File: src/hdl/assert_macros.svh
// Assertion macros used by the top-level RTL file.
`ifndef ASSERT_MACROS_SVH
`define ASSERT_MACROS_SVH

// Check that the consequent holds in the same cycle as the antecedent.
`define ASSERT_IMPLIES(label, clk, rst_n, ante, cons, msg) \
    label: assert property (@(posedge clk) disable iff (!rst_n) (ante) |-> (cons)) \
        else $error(msg);

// Check that a condition never holds.
`define ASSERT_NEVER(label, clk, rst_n, cond, msg) \
    label: assert property (@(posedge clk) disable iff (!rst_n) !(cond)) \
        else $error(msg);

`endif

File: src/hdl/egbw_pkg.sv
// Shared types and constants of the exp-Golomb bitstream writer.
package egbw_pkg;

    localparam int VALUE_WIDTH_DEF = 32;

    localparam int CODE_W  = 33;
    localparam int LEN_W   = 7;
    localparam int ACC_W   = 72;
    localparam int QDEPTH  = 4;
    localparam int QPTR_W  = 2;
    localparam int QCNT_W  = 3;

    localparam logic [2:0] OP_FIXED = 3'd0;
    localparam logic [2:0] OP_UE    = 3'd1;
    localparam logic [2:0] OP_SE    = 3'd2;
    localparam logic [2:0] OP_FLUSH = 3'd3;
    localparam logic [2:0] OP_NAL   = 3'd4;

    typedef struct packed {
        logic [CODE_W-1:0] data;
        logic [LEN_W-1:0]  nbits;
        logic              flush;
        logic              nal;
    } egbw_entry_t;

    typedef struct packed {
        logic full;
        logic valid;
    } egbw_qstat_t;

endpackage

File: src/hdl/exp_golomb_bitstream_writer.sv
// Top level of the H.264 exp-Golomb bitstream writer.
// Items pass through the front-end input register, the queue and the packer to the output register.
// The packer takes a new item from the queue only after it has given every result byte
// of the last one, and a stalled output holds it.
// Reset clears the partial byte (bit position back to the MSB), queue and valids.
`include "assert_macros.svh"

module exp_golomb_bitstream_writer #(
    parameter int VALUE_WIDTH = egbw_pkg::VALUE_WIDTH_DEF
) (
    input  logic               clk,
    input  logic               rst_n,
    input  logic               in_valid,
    output logic               in_stall,
    input  logic [2:0]         opcode,
    input  logic [31:0]        unsigned_value,
    input  logic signed [31:0] signed_value,
    input  logic [5:0]         bit_count,
    output logic               out_valid,
    input  logic               out_stall,
    output logic [7:0]         out_byte,
    output logic               is_boundary,
    output logic               last
);
    import egbw_pkg::*;

    egbw_qstat_t q_status;
    egbw_entry_t push_entry;
    egbw_entry_t head;
    logic        push;
    logic        pop;

    egbw_front #(
        .VALUE_WIDTH (VALUE_WIDTH)
    ) u_front (
        .clk            (clk),
        .rst_n          (rst_n),
        .in_valid       (in_valid),
        .in_stall       (in_stall),
        .opcode         (opcode),
        .unsigned_value (unsigned_value),
        .signed_value   (signed_value),
        .bit_count      (bit_count),
        .q_status       (q_status),
        .push           (push),
        .push_entry     (push_entry)
    );

    egbw_queue u_queue (
        .clk        (clk),
        .rst_n      (rst_n),
        .push       (push),
        .push_entry (push_entry),
        .pop        (pop),
        .head       (head),
        .q_status   (q_status)
    );

    egbw_back u_back (
        .clk         (clk),
        .rst_n       (rst_n),
        .head        (head),
        .q_status    (q_status),
        .pop         (pop),
        .out_valid   (out_valid),
        .out_stall   (out_stall),
        .out_byte    (out_byte),
        .is_boundary (is_boundary),
        .last        (last)
    );

    `ASSERT_IMPLIES(a_bnd_zero_last, clk, rst_n, out_valid && is_boundary, out_byte == 8'd0 && last, "boundary item must be a zero final byte")
    `ASSERT_IMPLIES(a_stall_full, clk, rst_n, in_stall, q_status.full, "input stalled while queue has room")
    `ASSERT_NEVER(a_pop_empty, clk, rst_n, pop && !q_status.valid, "packer popped an empty queue")

endmodule

File: src/hdl/egbw_front.sv
// Front end: input register, code forming and reduction of each item to a bit write.
module egbw_front #(
    parameter int VALUE_WIDTH = egbw_pkg::VALUE_WIDTH_DEF
) (
    input  logic                   clk,
    input  logic                   rst_n,
    input  logic                   in_valid,
    output logic                   in_stall,
    input  logic [2:0]             opcode,
    input  logic [31:0]            unsigned_value,
    input  logic signed [31:0]     signed_value,
    input  logic [5:0]             bit_count,
    input  egbw_pkg::egbw_qstat_t  q_status,
    output logic                   push,
    output egbw_pkg::egbw_entry_t  push_entry
);
    import egbw_pkg::*;

    localparam int UW = (VALUE_WIDTH < 32) ? VALUE_WIDTH : 32;

    logic              s1_v_reg, s1_v_next;
    logic [2:0]        op_reg;
    logic [CODE_W-1:0] code_reg;
    logic [UW-1:0]     uval_reg;
    logic [5:0]        cnt_reg;

    logic              accept;
    logic [31:0]       sraw;
    logic [31:0]       mag;
    logic [CODE_W-1:0] code_in;
    logic [LEN_W-1:0]  len;
    logic [LEN_W-1:0]  golomb_n;
    logic [CODE_W-1:0] uval_ext;
    logic [CODE_W-1:0] fixed_data;

    assign in_stall = s1_v_reg && q_status.full;
    assign accept   = in_valid && !in_stall;
    assign push     = s1_v_reg && !q_status.full;

    assign sraw = signed_value;
    assign mag  = (~sraw) + 32'd1;

    always_comb
    begin
        case (opcode)
            OP_UE:
            begin
                code_in = CODE_W'(unsigned_value[UW-1:0]) + CODE_W'(1);
            end
            OP_SE:
            begin
                if (sraw == 32'd0)
                begin
                    code_in = CODE_W'(1);
                end
                else if (sraw[31])
                begin
                    code_in = {mag, 1'b1};
                end
                else
                begin
                    code_in = {sraw, 1'b0};
                end
            end
            default:
            begin
                code_in = '0;
            end
        endcase
    end

    always_comb
    begin
        s1_v_next = s1_v_reg;
        if (accept)
        begin
            s1_v_next = 1'b1;
        end
        else if (push)
        begin
            s1_v_next = 1'b0;
        end
    end

    always_ff @(posedge clk or negedge rst_n)
    begin
        if (!rst_n)
        begin
            s1_v_reg <= 1'b0;
        end
        else
        begin
            s1_v_reg <= s1_v_next;
        end
    end

    always_ff @(posedge clk)
    begin
        if (accept)
        begin
            op_reg   <= opcode;
            code_reg <= code_in;
            uval_reg <= unsigned_value[UW-1:0];
            cnt_reg  <= bit_count;
        end
    end

    always_comb
    begin
        len = '0;
        for (int i = 0; i < CODE_W; i++)
        begin
            if (code_reg[i])
            begin
                len = LEN_W'(i + 1);
            end
        end
    end

    assign golomb_n = (len << 1) - LEN_W'(1);
    assign uval_ext = CODE_W'(uval_reg);

    always_comb
    begin
        for (int i = 0; i < CODE_W; i++)
        begin
            fixed_data[i] = uval_ext[i] && (i < int'(cnt_reg));
        end
    end

    always_comb
    begin
        push_entry = '0;
        case (op_reg)
            OP_FIXED:
            begin
                push_entry.data  = fixed_data;
                push_entry.nbits = {1'b0, cnt_reg};
            end
            OP_UE, OP_SE:
            begin
                push_entry.data  = code_reg;
                push_entry.nbits = golomb_n;
            end
            OP_FLUSH:
            begin
                push_entry.flush = 1'b1;
            end
            OP_NAL:
            begin
                push_entry.flush = 1'b1;
                push_entry.nal   = 1'b1;
            end
            default:
            begin
                push_entry = '0;
            end
        endcase
    end

endmodule

File: src/hdl/egbw_queue.sv
// Short FIFO of bit-write entries between the front end and the packer.
module egbw_queue (
    input  logic                   clk,
    input  logic                   rst_n,
    input  logic                   push,
    input  egbw_pkg::egbw_entry_t  push_entry,
    input  logic                   pop,
    output egbw_pkg::egbw_entry_t  head,
    output egbw_pkg::egbw_qstat_t  q_status
);
    import egbw_pkg::*;

    egbw_entry_t         slot_reg [QDEPTH];
    logic [QPTR_W-1:0]   wr_ptr_reg, wr_ptr_next;
    logic [QPTR_W-1:0]   rd_ptr_reg, rd_ptr_next;
    logic [QCNT_W-1:0]   count_reg, count_next;

    assign head           = slot_reg[rd_ptr_reg];
    assign q_status.full  = (count_reg == QCNT_W'(QDEPTH));
    assign q_status.valid = (count_reg != '0);

    always_comb
    begin
        wr_ptr_next = push ? wr_ptr_reg + QPTR_W'(1) : wr_ptr_reg;
        rd_ptr_next = pop ? rd_ptr_reg + QPTR_W'(1) : rd_ptr_reg;
        count_next  = count_reg;
        if (push && !pop)
        begin
            count_next = count_reg + QCNT_W'(1);
        end
        else if (pop && !push)
        begin
            count_next = count_reg - QCNT_W'(1);
        end
    end

    always_ff @(posedge clk or negedge rst_n)
    begin
        if (!rst_n)
        begin
            wr_ptr_reg <= '0;
            rd_ptr_reg <= '0;
            count_reg  <= '0;
        end
        else
        begin
            wr_ptr_reg <= wr_ptr_next;
            rd_ptr_reg <= rd_ptr_next;
            count_reg  <= count_next;
        end
    end

    always_ff @(posedge clk)
    begin
        if (push)
        begin
            slot_reg[wr_ptr_reg] <= push_entry;
        end
    end

endmodule

File: src/hdl/egbw_back.sv
// Back end: bit accumulator holding the partial byte, byte emission and output register.
module egbw_back (
    input  logic                   clk,
    input  logic                   rst_n,
    input  egbw_pkg::egbw_entry_t  head,
    input  egbw_pkg::egbw_qstat_t  q_status,
    output logic                   pop,
    output logic                   out_valid,
    input  logic                   out_stall,
    output logic [7:0]             out_byte,
    output logic                   is_boundary,
    output logic                   last
);
    import egbw_pkg::*;

    logic              act_reg, act_next;
    logic              flush_reg, flush_next;
    logic              nal_reg, nal_next;
    logic [ACC_W-1:0]  acc_reg, acc_next;
    logic [LEN_W-1:0]  fill_reg, fill_next;
    logic              out_v_reg, out_v_next;
    logic [7:0]        byte_reg;
    logic              bnd_reg;
    logic              last_reg;

    logic              has_full, pad, bnd, any_out, work, done, out_free, emit;
    logic              last_full, last_emit;
    logic [LEN_W-1:0]  rem;
    logic [LEN_W-1:0]  shift;
    logic [ACC_W-1:0]  aligned;

    assign has_full  = (fill_reg >= LEN_W'(8));
    assign rem       = fill_reg - LEN_W'(8);
    assign pad       = !has_full && flush_reg && (fill_reg != '0);
    assign bnd       = !has_full && !pad && nal_reg;
    assign any_out   = has_full || pad || bnd;
    assign work      = act_reg && any_out;
    assign done      = act_reg && !any_out;
    assign out_free  = !out_v_reg || !out_stall;
    assign emit      = work && out_free;
    assign pop       = q_status.valid && (!act_reg || done);

    assign last_full = (rem < LEN_W'(8)) && !(flush_reg && (rem != '0)) && !nal_reg;
    assign last_emit = has_full ? last_full : (pad ? !nal_reg : 1'b1);

    assign shift     = LEN_W'(ACC_W) - fill_reg - head.nbits;
    assign aligned   = ACC_W'(head.data) << shift;

    always_comb
    begin
        act_next   = act_reg;
        flush_next = flush_reg;
        nal_next   = nal_reg;
        acc_next   = acc_reg;
        fill_next  = fill_reg;
        if (pop)
        begin
            acc_next   = acc_reg | aligned;
            fill_next  = fill_reg + head.nbits;
            act_next   = 1'b1;
            flush_next = head.flush;
            nal_next   = head.nal;
        end
        else if (done)
        begin
            act_next = 1'b0;
        end
        else if (emit)
        begin
            if (has_full)
            begin
                acc_next  = acc_reg << 8;
                fill_next = rem;
            end
            else if (pad)
            begin
                acc_next   = '0;
                fill_next  = '0;
                flush_next = 1'b0;
            end
            else
            begin
                nal_next = 1'b0;
            end
        end
    end

    always_comb
    begin
        out_v_next = out_v_reg;
        if (emit)
        begin
            out_v_next = 1'b1;
        end
        else if (!out_stall)
        begin
            out_v_next = 1'b0;
        end
    end

    always_ff @(posedge clk or negedge rst_n)
    begin
        if (!rst_n)
        begin
            act_reg   <= 1'b0;
            flush_reg <= 1'b0;
            nal_reg   <= 1'b0;
            acc_reg   <= '0;
            fill_reg  <= '0;
            out_v_reg <= 1'b0;
        end
        else
        begin
            act_reg   <= act_next;
            flush_reg <= flush_next;
            nal_reg   <= nal_next;
            acc_reg   <= acc_next;
            fill_reg  <= fill_next;
            out_v_reg <= out_v_next;
        end
    end

    always_ff @(posedge clk)
    begin
        if (emit)
        begin
            byte_reg <= bnd ? 8'd0 : acc_reg[ACC_W-1 -: 8];
            bnd_reg  <= bnd;
            last_reg <= last_emit;
        end
    end

    assign out_valid   = out_v_reg;
    assign out_byte    = byte_reg;
    assign is_boundary = bnd_reg;
    assign last        = last_reg;

endmodule

File: config.mk
export PLATFORM = sky130hd
export DESIGN_NAME = exp_golomb_bitstream_writer
export DESIGN_NICKNAME = d
export VERILOG_FILES = /design/src/hdl/egbw_pkg.sv /design/src/hdl/exp_golomb_bitstream_writer.sv /design/src/hdl/egbw_front.sv /design/src/hdl/egbw_queue.sv /design/src/hdl/egbw_back.sv
export VERILOG_INCLUDE_DIRS = /design/src /design/src/hdl
export SDC_FILE = /design/constraint.sdc
export NUM_CORES = 1
export LEC_CHECK = 0
export BUFFER_PORTS_ARGS = -buffer_cell sky130_fd_sc_hd__buf_4
export CELL_PAD_IN_SITES_DETAIL_PLACEMENT = 0
export CELL_PAD_IN_SITES_GLOBAL_PLACEMENT = 2
export CORE_ASPECT_RATIO = 2
export CORE_MARGIN = 8
export CORE_UTILIZATION = 39
export CTS_CLUSTER_SIZE = 20
export DETAILED_ROUTE_END_ITERATION = 10
export MAX_ROUTING_LAYER = met4
export PLACE_DENSITY_LB_ADDON = 0.1
export SETUP_SLACK_MARGIN = 0.15
export SLEW_MARGIN = 25
export SYNTH_ARGS = -nofsm -noshare
export SYNTH_HDL_FRONTEND = slang
export SYNTH_HIERARCHICAL = 1
export SYNTH_SLANG_ARGS = --single-unit
export TNS_END_PERCENT = 10
File: constraint.sdc
create_clock -name clk -period 4.4 [get_ports clk]
set_input_delay 0.88 -clock clk [delete_from_list [all_inputs] [get_ports clk]]
set_output_delay 0.88 -clock clk [all_outputs]
set_load 0.01 [all_outputs]
After elaboration in Yosys (flattened, before gate mapping)
Memory sizes are Yosys's and may differ from the RTL's. Cells that the tools add are included.

Register bits: 175. RAM bits: 168. Bits of input ports: 77. Output and inout bits: 12. Logic and storage cells: 228. Memories kept: 1.

Add/sub/neg operators: 11. Magnitude comparators: 34. Equality and inequality tests: 11. Shifts and indexed selects: 1. Multiplexer cells: 71. Bitwise gates (word level): 2. Reductions and logical operators: 80.

Memories: u_queue.slot_reg (depth 4, width 42, rd ports 1, clocked after Yosys merged registers in 0, wr ports 1, RTL line egbw_queue.sv:13) `egbw_entry_t slot_reg [QDEPTH];`.

Operator list (number): $mux 72 (5); $lt 5x6->1 const A (16); $mux 5 (16); $pmux 40 s2 (1); $or 72x72->72 (1); $shl 33x7->72 (1); $mux 33 (2); $pmux 33 s2 (1); $logic_and 1x1->1 (48); $lt 4x6->1 const A (8); $mux 7 (5); $add 32x1->33 const B (1); $add 32x1->32 const B (1); $logic_not 32->1 (1); $mux 4 (8); $not 32->32 (1); $lt 3x6->1 const A (4); $mux 1 (23); $mux 3 (6); $reduce_bool 7->1 (2); $logic_not 1->1 (12); $lt 1x6->1 const A (2); $lt 2x6->1 const A (2); $mux 6 (2); other kinds (23) (41).

Logic depth before layout (Yosys ltp)
Word-level depth: 35. Depth in mapped cells: 17. Depth with buffers taken out: 13.

Modules after synthesis
Netlist, hierarchy kept.

Modules (own cells, without submodules): egbw_back (instances 1, cells an instance 849, area an instance 7589.8 µm², sequential area each 2377.3 µm²); egbw_queue (instances 1, cells an instance 254, area an instance 6513.7 µm², sequential area each 5220.0 µm²); egbw_front (instances 1, cells an instance 521, area an instance 5036.1 µm², sequential area each 2247.2 µm²).

Least setup slack after synthesis
Ideal clock, no wire load.

Path kind: input to register. From: input port in_valid. To: register u_front.cnt_reg[0], enable pin. Setup time: 515 ps. Arrival time: 4122 ps. Required time: 3885 ps. Setup slack: -237 ps. Cell stages on the path: 1. Path buffers: 0. Path through: nor2b_1.

Cells in the longest elaborated chain, start to end: 1.

Ends and longest elaborated chain: start, declared (RTL line exp_golomb_bitstream_writer.sv:13) `input logic in_valid,`; $logic_and 1x1->1 (RTL line egbw_front.sv:37) `assign accept = in_valid && !in_stall;`; end signal, assigned (RTL line egbw_front.sv:104) `cnt_reg <= bit_count;`; end, declared (RTL line egbw_front.sv:25) `logic [5:0] cnt_reg;`.

No other way between the ends. A chain may end at the register's enable or synchronous reset.

==> impl_metrics.json <==
{
  "status": "finished clean",
  "die_w_microns": 173,
  "cts_root_buf": "clkbuf_16",
  "cts_hold_buffers": 0,
  "largest_reg_flops": 168,
  "grt_max_degree": 79,
  "cts_tree": "yes",
  "seqCellArea_sq_um": 9850,
  "yosys.cell_types.count": 93,
  "dr_wl_met2_microns": 29900,
  "reg2reg_to": "u_back/acc_reg[52]$_DFFE_PN0P_",
  "finalCriticalPeriod_ns": 4.03,
  "hold_viol_final": 0,
  "muxShareOfSynthArea": 0.121,
  "synth_top_family_by_area": "compound AO/OA/AOI/OAI gates",
  "grt_first_pass_wirelength_microns": 90000,
  "rsz0062_at_grt": "yes",
  "reg2reg_setup_slack_ns": 0.37,
  "multi_input_area_sq_um": 8650,
  "yosys_register_bits": 343,
  "grt_antenna_before_repair": 0,
  "synthTopCellsByCount": "edfxtp_1, nand2_1, nor2_1",
  "min_path_type": "in2async",
  "syn_avg_cell_area_sq_um": 11.8,
  "topRoutingLayerUsed": "met4",
  "die_h_microns": 329,
  "areaGrowthSynthToFinish_pct": 14.1,
  "viasPerCell": 5.90,
  "crit_required_ns": 4.83,
  "num_vias": 14100,
  "drive_above_1_share": 0.202,
  "ys.flop_type": "edfxtp_1",
  "critical_path.cell_chain": "mux4_2, ha_1, inv_1, ha_1, fa_2, xor2_4, buf_12, mux4_2, a22o_1, nor2_1, buf_4, o22ai_1, a221oi_1, nor3_1",
  "yosys-top-cells-area": "edfxtp_1, dfrtp_1, mux4_2, nand2_1, nor2_1",
  "ios": 89,
  "wl_per_cell_microns": 24.5,
  "port_buffers": 88,
  "rows": 115,
  "insertedDiodeCount": 0,
  "htreeDepth": 2,
  "fin_skew_ns": 0.0142,
  "gp_congestion": 0.872,
  "syn_nets": 1732,
  "path_clk_slew_ns": 0.06,
  "grt_pass1_vias": 14200,
  "nFillCells": 4515,
  "grt-ovfl-total": 0,
  "dieArea_sq_um": 56900,
  "synthAdderAreaFrac": 0.0214,
  "nets": 1832,
  "routed_wl_microns": 58600,
  "cts_buffers": 36,
  "dr_wl_met3_microns": 2370,
  "dp_hpwl_microns": 42600,
  "startpoint_type": "register",
  "synth.top_cell.area_share": 0.395,
  "clk_path_buf_depth": 3,
  "wl_met1_microns": 24700,
  "synthesis.area_sq_um": 19100,
  "synth_edf_count": 252,
  "setup_viol": 0,
  "drc_errors": 0,
  "ff2ff_path_depth": 14,
  "yosysSeqAreaShare": 0.514,
  "yosysMostFrequentCell": "edfxtp_1",
  "fmax_ghz": 0.248,
  "track_usage": 0.210,
  "fin_crit_sh": 0.916,
  "worstSetupPathType": "reg2reg",
  "cp-end-kind": "register",
  "worst_r2r_startpoint": "u_queue/rd_ptr_reg[0]$_DFFE_PN0P_",
  "ys_async_sr_fraction": 0.265,
  "drtIter0Drc": 1163,
  "cpMaxStageDelayCell": "mux4_2",
  "yosys_warnings": 6,
  "cp.arrival_ns": 4.46,
  "synth-simple-area-share": 0.114,
  "synth.largest_area_cell": "edfxtp_1",
  "synthesis.instances": 1624,
  "max_stage_delay_ns": 0.55,
  "final_core_util": 0.448,
  "drv_cap": 0,
  "cp_max_fo": 15,
  "worst_pin_slew_ns": 1.02,
  "final_max_slew_viol_count": 0,
  "ant_nets": 0,
  "start_util": 0.392,
  "firstDrtPassIters": 6,
  "post-place-cells": 2325,
  "relSlewSlack": 0.317,
  "clk_latency_ns": 0.55,
  "floorplan.core_area_sq_um": 48800,
  "final_cells": 2392,
  "clkSinkCount": 343,
  "tns_ns": 0,
  "synth_xor_area_frac": 0.0391,
  "synth_compound_area_frac": 0.153
}
-- how the worst max path moves through the flow --
stage                                      to                               from  slack [ns]  depth (start not counted)
2_1_floorplan  u_back/acc_reg[69]$_DFFE_PN0P_  u_queue/rd_ptr_reg[0]$_DFFE_PN0P_        0.47                         14
3_3_place_gp   u_back/acc_reg[52]$_DFFE_PN0P_  u_queue/rd_ptr_reg[0]$_DFFE_PN0P_        0.17                         14
3_5_place_dp   u_back/acc_reg[52]$_DFFE_PN0P_  u_queue/rd_ptr_reg[0]$_DFFE_PN0P_        0.13                         14
4_1_cts        u_back/acc_reg[52]$_DFFE_PN0P_  u_queue/rd_ptr_reg[0]$_DFFE_PN0P_        0.28                         14
5_1_grt        u_back/acc_reg[64]$_DFFE_PN0P_  u_queue/rd_ptr_reg[0]$_DFFE_PN0P_        0.09                         14
6_report       u_back/acc_reg[52]$_DFFE_PN0P_  u_queue/rd_ptr_reg[0]$_DFFE_PN0P_        0.37                         14
-- through the flow --
| stage | hold slack [ns] | area, sq um | worst slack [ns] |
|---|---|---|---|
| 2_1_floorplan | 0.449 | 19100 | 0.470 |
| 3_3_place_gp | 0.470 | 20600 | 0.171 |
| 3_5_place_dp | 0.486 | 20600 | 0.130 |
| 4_1_cts | 0.395 | 21800 | 0.275 |
| 5_1_grt | 0.420 | 21800 | 0.0861 |
| 6_report | 0.382 | 21800 | 0.368 |
-- layout make-up --
cell class / instances / area share
clock inverters: 20 / 0.00962
flip-flops and latches: 343 / 0.451
well taps: 643 / 0.0368
repair buffers: 153 / 0.0553
clock buffers: 43 / 0.0434
inverters: 46 / 0.00790
multi-input cells: 1144 / 0.396
-- logic make-up (layout without fill, tap and decap cells) --
kind of cell | Yosys count | in the layout
simple gates | 461 | 461
fa+ha+maj | 31 | 31
xor+xnor | 82 | 82
flops | 343 | 343
buf+inv | 137 | 262
mux | 141 | 141
compound gates | 429 | 429
-- cells in the final DEF (no fill, tap or decap), types with 16 or more instances in the layout --
master / count
nand2_1: 138
clkbuf_16: 38
a21oi_1: 90
edfxtp_1: 252
o21ai_0: 78
inv_1: 43
and2_1: 16
xor2_1: 48
ha_1: 26
buf_4: 148
nand2b_1: 16
mux4_2: 61
nor2_1: 127
a32o_1: 16
a22oi_1: 32
mux2_2: 27
nor3_1: 35
dfrtp_1: 90
mux2i_1: 43
nand3_1: 37
xnor2_1: 28
o22ai_1: 48
-- per-layer routing --
metal,vias up,global-route usage
li1,6460,-
met2,414,0.358
met3,75,0.0179
met5,-,-
met4,0,0.0628
met1,7175,0.264
-- critical path, delay by kind of cell, from the launching register on --
kind | cells | cell delay, ns
fa+ha+maj | 3 | 0.96
mux | 2 | 0.92
compound gates | 3 | 0.66
buf+inv | 3 | 0.42
flops | 1 | 0.39
simple gates | 2 | 0.31
xor+xnor | 1 | 0.25
-- timing repair --
action | CTS | global route
setup endpoints to repair | 3 | 24
resized for setup | 0 | 5
pin swaps | 1 | 1
buffers inserted | 3 | 0
cloned | 0 | 1
Power is left out: the tool's default activity adds up to more than one toggle a clock period on the data nets, which glitch-free logic cannot reach.
